===== src/hw/rtl/dfg_pkg.sv =====
// Shared constants, widths and types for the density field gradient unit.
package dfg_pkg;

  // Grid and band geometry
  localparam int GRID_X    = 4096;
  localparam int GRID_Y    = 512;
  localparam int BAND_COLS = 16;
  localparam int MAX_SPAN  = 8;

  localparam int COL_W  = $clog2(BAND_COLS);
  localparam int ROW_W  = $clog2(GRID_Y);
  localparam int GX_W   = $clog2(GRID_X);
  localparam int SPAN_W = $clog2(MAX_SPAN + 1);
  localparam int ADDR_W = COL_W + ROW_W;

  // Shared multiplier and accumulator
  localparam int MUL_W = 33;
  localparam int ACC_W = 160;

  // Configuration register indexes
  localparam logic [2:0] REG_ORIGIN_X       = 3'd0;
  localparam logic [2:0] REG_ORIGIN_Y       = 3'd1;
  localparam logic [2:0] REG_BIN_WIDTH      = 3'd2;
  localparam logic [2:0] REG_BIN_HEIGHT     = 3'd3;
  localparam logic [2:0] REG_INV_BIN_WIDTH  = 3'd4;
  localparam logic [2:0] REG_INV_BIN_HEIGHT = 3'd5;
  localparam logic [2:0] REG_WEIGHT_SCALE   = 3'd6;
  localparam logic [2:0] REG_BAND_FIRST_COL = 3'd7;

  // Control of the multiply-accumulate unit
  typedef struct packed {
    logic       clr;  // zero the accumulator
    logic       en;   // add the shifted product
    logic [1:0] sh;   // limb offset of the product
  } mac_ctl_t;

endpackage


===== src/hw/rtl/dfg_mac.sv =====
// Shared 33x33 signed multiplier with a limb-shifted wide accumulator.
module dfg_mac import dfg_pkg::*; (
  input  logic                        clk,
  input  mac_ctl_t                    ctl,
  input  logic signed [MUL_W-1:0]     a,
  input  logic signed [MUL_W-1:0]     b,
  output logic signed [2*MUL_W-1:0]   prod,
  output logic [ACC_W-1:0]            acc
);

  logic [ACC_W-1:0] addend;

  // one multiplier, shared by every multiply step of the sequencer
  assign prod = a * b;

  // place the 64-bit limb product at its 32-bit limb offset
  always_comb begin
    addend = ACC_W'(prod[63:0]) << {ctl.sh, 5'b0};
  end

  always_ff @(posedge clk) begin
    if (ctl.clr) begin
      acc <= '0;
    end else if (ctl.en) begin
      acc <= acc + addend;
    end
  end

endmodule

===== config.mk =====
export PLATFORM = sky130hd
export DESIGN_NAME = dfg_mac
export DESIGN_NICKNAME = d
export VERILOG_FILES = /design/src/hw/rtl/dfg_pkg.sv /design/src/hw/rtl/dfg_mac.sv
export SDC_FILE = /design/constraint.sdc
export NUM_CORES = 2
export LEC_CHECK = 0
export BUFFER_PORTS_ARGS = -buffer_cell sky130_fd_sc_hd__buf_2
export CAP_MARGIN = 20
export CORE_ASPECT_RATIO = 1.4
export CORE_MARGIN = 2
export CORE_UTILIZATION = 45
export DETAILED_ROUTE_END_ITERATION = 10
export HOLD_SLACK_MARGIN = 0.15
export SLEW_MARGIN = 20
export SYNTH_ARGS = -nofsm -noshare
export SYNTH_HDL_FRONTEND = slang
export SYNTH_SLANG_ARGS = --single-unit
export TNS_END_PERCENT = 50

===== constraint.sdc =====
create_clock -name clk -period 11.13 [get_ports clk]
set_clock_uncertainty 0.2 [all_clocks]
set_input_delay 1.113 -clock clk [delete_from_list [all_inputs] [get_ports clk]]
set_output_delay 1.113 -clock clk [all_outputs]
set_load 0.005 [all_outputs]

==> results.ini <==
[logic_synthesis]
synth-seq-cells=160
synth_top_area_share=0.408
netlist_instances=6690
synthFlopType=dfxtp_1
syn_avg_cell_area_um2=8.40
synth_edf_count=0
synth_common_cells=inv_1 (1276), fa_1 (1146), nand2_1 (801)
synthTopCellsByArea=fa_1 (41%), inv_1 (8.5%), ha_1 (8.4%), and2_1 (6.1%), dfxtp_1 (5.7%)
async_flop_share=0
ys_types=93
syn-num-nets=8283
yosysTopAreaCell=fa_1
synth_seq_area_share=0.0570
synth_warnings=0
synth.most_common_cell=inv_1
netlist_area_mm2=0.0562

[sta]
hold_viol=0
slew_violations=0
tightestPinTransition_ns=1.08
setup_ws_ns=-0.408
relSlewSlack=0.282
setup_viol=49
fin_crit_ns=11.54
period_share=1.04
rsz0062_at_grt=yes
fmax_ghz=0.0867

[routing]
postRouteAntennaNets=0
routedWlPerCell_um=22.4
vias=51934
drc=0
drt_wl_total_um=219000
drt_pre_antenna_iters=6
detail_route.iter0.violations=3078
vias_per_cell=5.32

[clocking]
path_clk_slew_ns=0.08
hold_buffers=0
clk_path_buf_depth=2
h-tree-depth=4
clock_sinks=160
cts_made_buffers=17
cts_tree=yes
cts_root_buffer=clkbuf_16
clock_latency_ns=0.51

[hold_path]
min-delay-start=acc[118]
hold_depth=2
hold_end=acc[118]
hold_path_class=flip-flop to flip-flop

[global_routing]
antenna_found_initial=5
globalRouteOverflowTotal=0
grt_usage=0.344
grt_max_degree=50
grt_pass1_vias=56229
busiest_layer=met2
met3_usage=0.0429
use_met2=0.606
grt_pass1_wl_um=331000
use_met1=0.391

[place]
placedCellCount=9588
portBuffers=296
post-place-ws_ns=-2.06
dpl.hpwl_um=186000
place_congestion=1.03

[critical_path]
cp_slowest_cell=fa_1
reg2regPathDepth=18
cp.arrival_ns=11.75
worstSetupStartpointType=primary input
crit_required_ns=11.34
max_stage_delay_ns=0.59
reg2reg_to=acc[158]
critPathKind=primary input to flip-flop
crit_family=adder cells
worstReg2RegStart=acc[9]
crit_top_cell=fa_1
reg2reg_slack_ns=6.64
cp-end-kind=flip-flop
worst-path-buf-inv=15
cp_max_fo=6

[floorplan]
pin_count=297
core_area_mm2=0.124
initial_core_util=0.453
die_x_um=303
die-area_mm2=0.128
dieHeight_um=422
rows=153

[status]
violations=negative setup slack
outcome=finished with violations

[cells_and_area]
regMostFlops=acc
fin_cells=9768
largest_reg_flops=160
area_growth_pct=32.3
drive_gt1_frac=0.289
fin_nets=9721
reg.largest.list=acc x160

[job]
maxCapViolations=0

==> cell type report <==
| class | count | area (um2) |
|---|---|---|
| Clock inverter | 14 | 181 |
| Inverter | 1277 | 4820 |
| Fill cell | 11182 | 49700 |
| Tap cell | 1627 | 2040 |
| Sequential cell | 160 | 3200 |
| Antenna cell | 1 | 2.50 |
| Clock buffer | 17 | 425 |
| Multi-Input combinational cell | 4896 | 49600 |
| Timing Repair Buffer | 1776 | 14100 |
==> metrics by stage <==
stage	setup TNS, ns	instance area, um2	hold slack, ns	utilization
after floorplan	0	56400	0.259	-
after global placement	-135.54	68900	0.266	0.556
after detailed placement	-149.44	68900	0.277	0.556
after CTS	-4.59	72800	0.280	0.587
after global routing	-39.54	74400	0.301	0.599
final	-7.83	74400	0.271	0.600
==> cells by family after synthesis <==
| family | after synthesis | synth area share |
|---|---|---|
| AND/OR/NAND/NOR | 2070 | 0.178 |
| adder cells (fa/ha/maj) | 1522 | 0.492 |
| flip-flops | 160 | 0.0570 |
| buffers and inverters | 1634 | 0.111 |
| AO/OA/AOI/OAI | 978 | 0.109 |
| XOR/XNOR | 223 | 0.0348 |
| multiplexers | 103 | 0.0184 |
==> worst reg2reg max path, cell delays in order (launching register included) <==
cell and delay [ns]:
dfxtp_1 0.45, ha_1 0.35, a21oi_1 0.30, o21ai_0 0.21
a2111oi_0 0.44, buf_4 0.19, nand3_1 0.21, nand4_1 0.21
buf_4 0.15, a211oi_4 0.06, buf_4 0.15, a31oi_4 0.35
o21ai_4 0.15, a221oi_4 0.32, buf_4 0.18, a21oi_4 0.06
o21ai_2 0.17, mux2i_1 0.20, nand2_1 0.06
==> what timing repair did <==
item                                    CTS  global route
gates resized for setup                 587           278
buffers inserted                        100            60
endpoints found under the setup margin  105           104
pin swaps                               246           192
cloned                                    5             2
==> cell usage in the layout (no fill, tap or decap), types with 71 or more instances in the layout <==
| cell | count |
|---|---|
| xor2_1 | 71 |
| ha_1 | 330 |
| nor2_1 | 341 |
| inv_1 | 1240 |
| a21oi_2 | 79 |
| dfxtp_1 | 160 |
| a21oi_1 | 236 |
| a21o_1 | 119 |
| buf_4 | 1350 |
| xnor2_1 | 127 |
| and2_1 | 521 |
| o21ai_0 | 127 |
| buf_2 | 243 |
| buf_6 | 112 |
| mux2i_1 | 97 |
| nand2_1 | 779 |
| nand4_1 | 81 |
| fa_1 | 1103 |
==> how the worst max path moves through the flow <==
stage          startpoint  endpoint  slack (ns)  cells past startpoint
6_report            a[18]  acc[135]       -0.41                     47
5_1_grt              b[0]  acc[135]       -0.74                     46
4_1_cts             b[13]  acc[153]       -0.28                     50
3_5_place_dp        a[21]  acc[159]       -2.06                     47
3_3_place_gp        a[26]  acc[158]       -1.98                     46
2_1_floorplan        b[6]  acc[159]       0.007                     40
==> per-layer routing <==
metal,routed length (um),part of all wire,up-vias
met2,110000,0.50,1680
met4,17400,0.079,2
met1,80700,0.37,26065
li1,-,-,23552
met5,16,0.000073,-
met3,11400,0.052,635
Power is left out: the tool's default activity adds up to more than one toggle a clock period on the data nets, which glitch-free logic cannot reach.
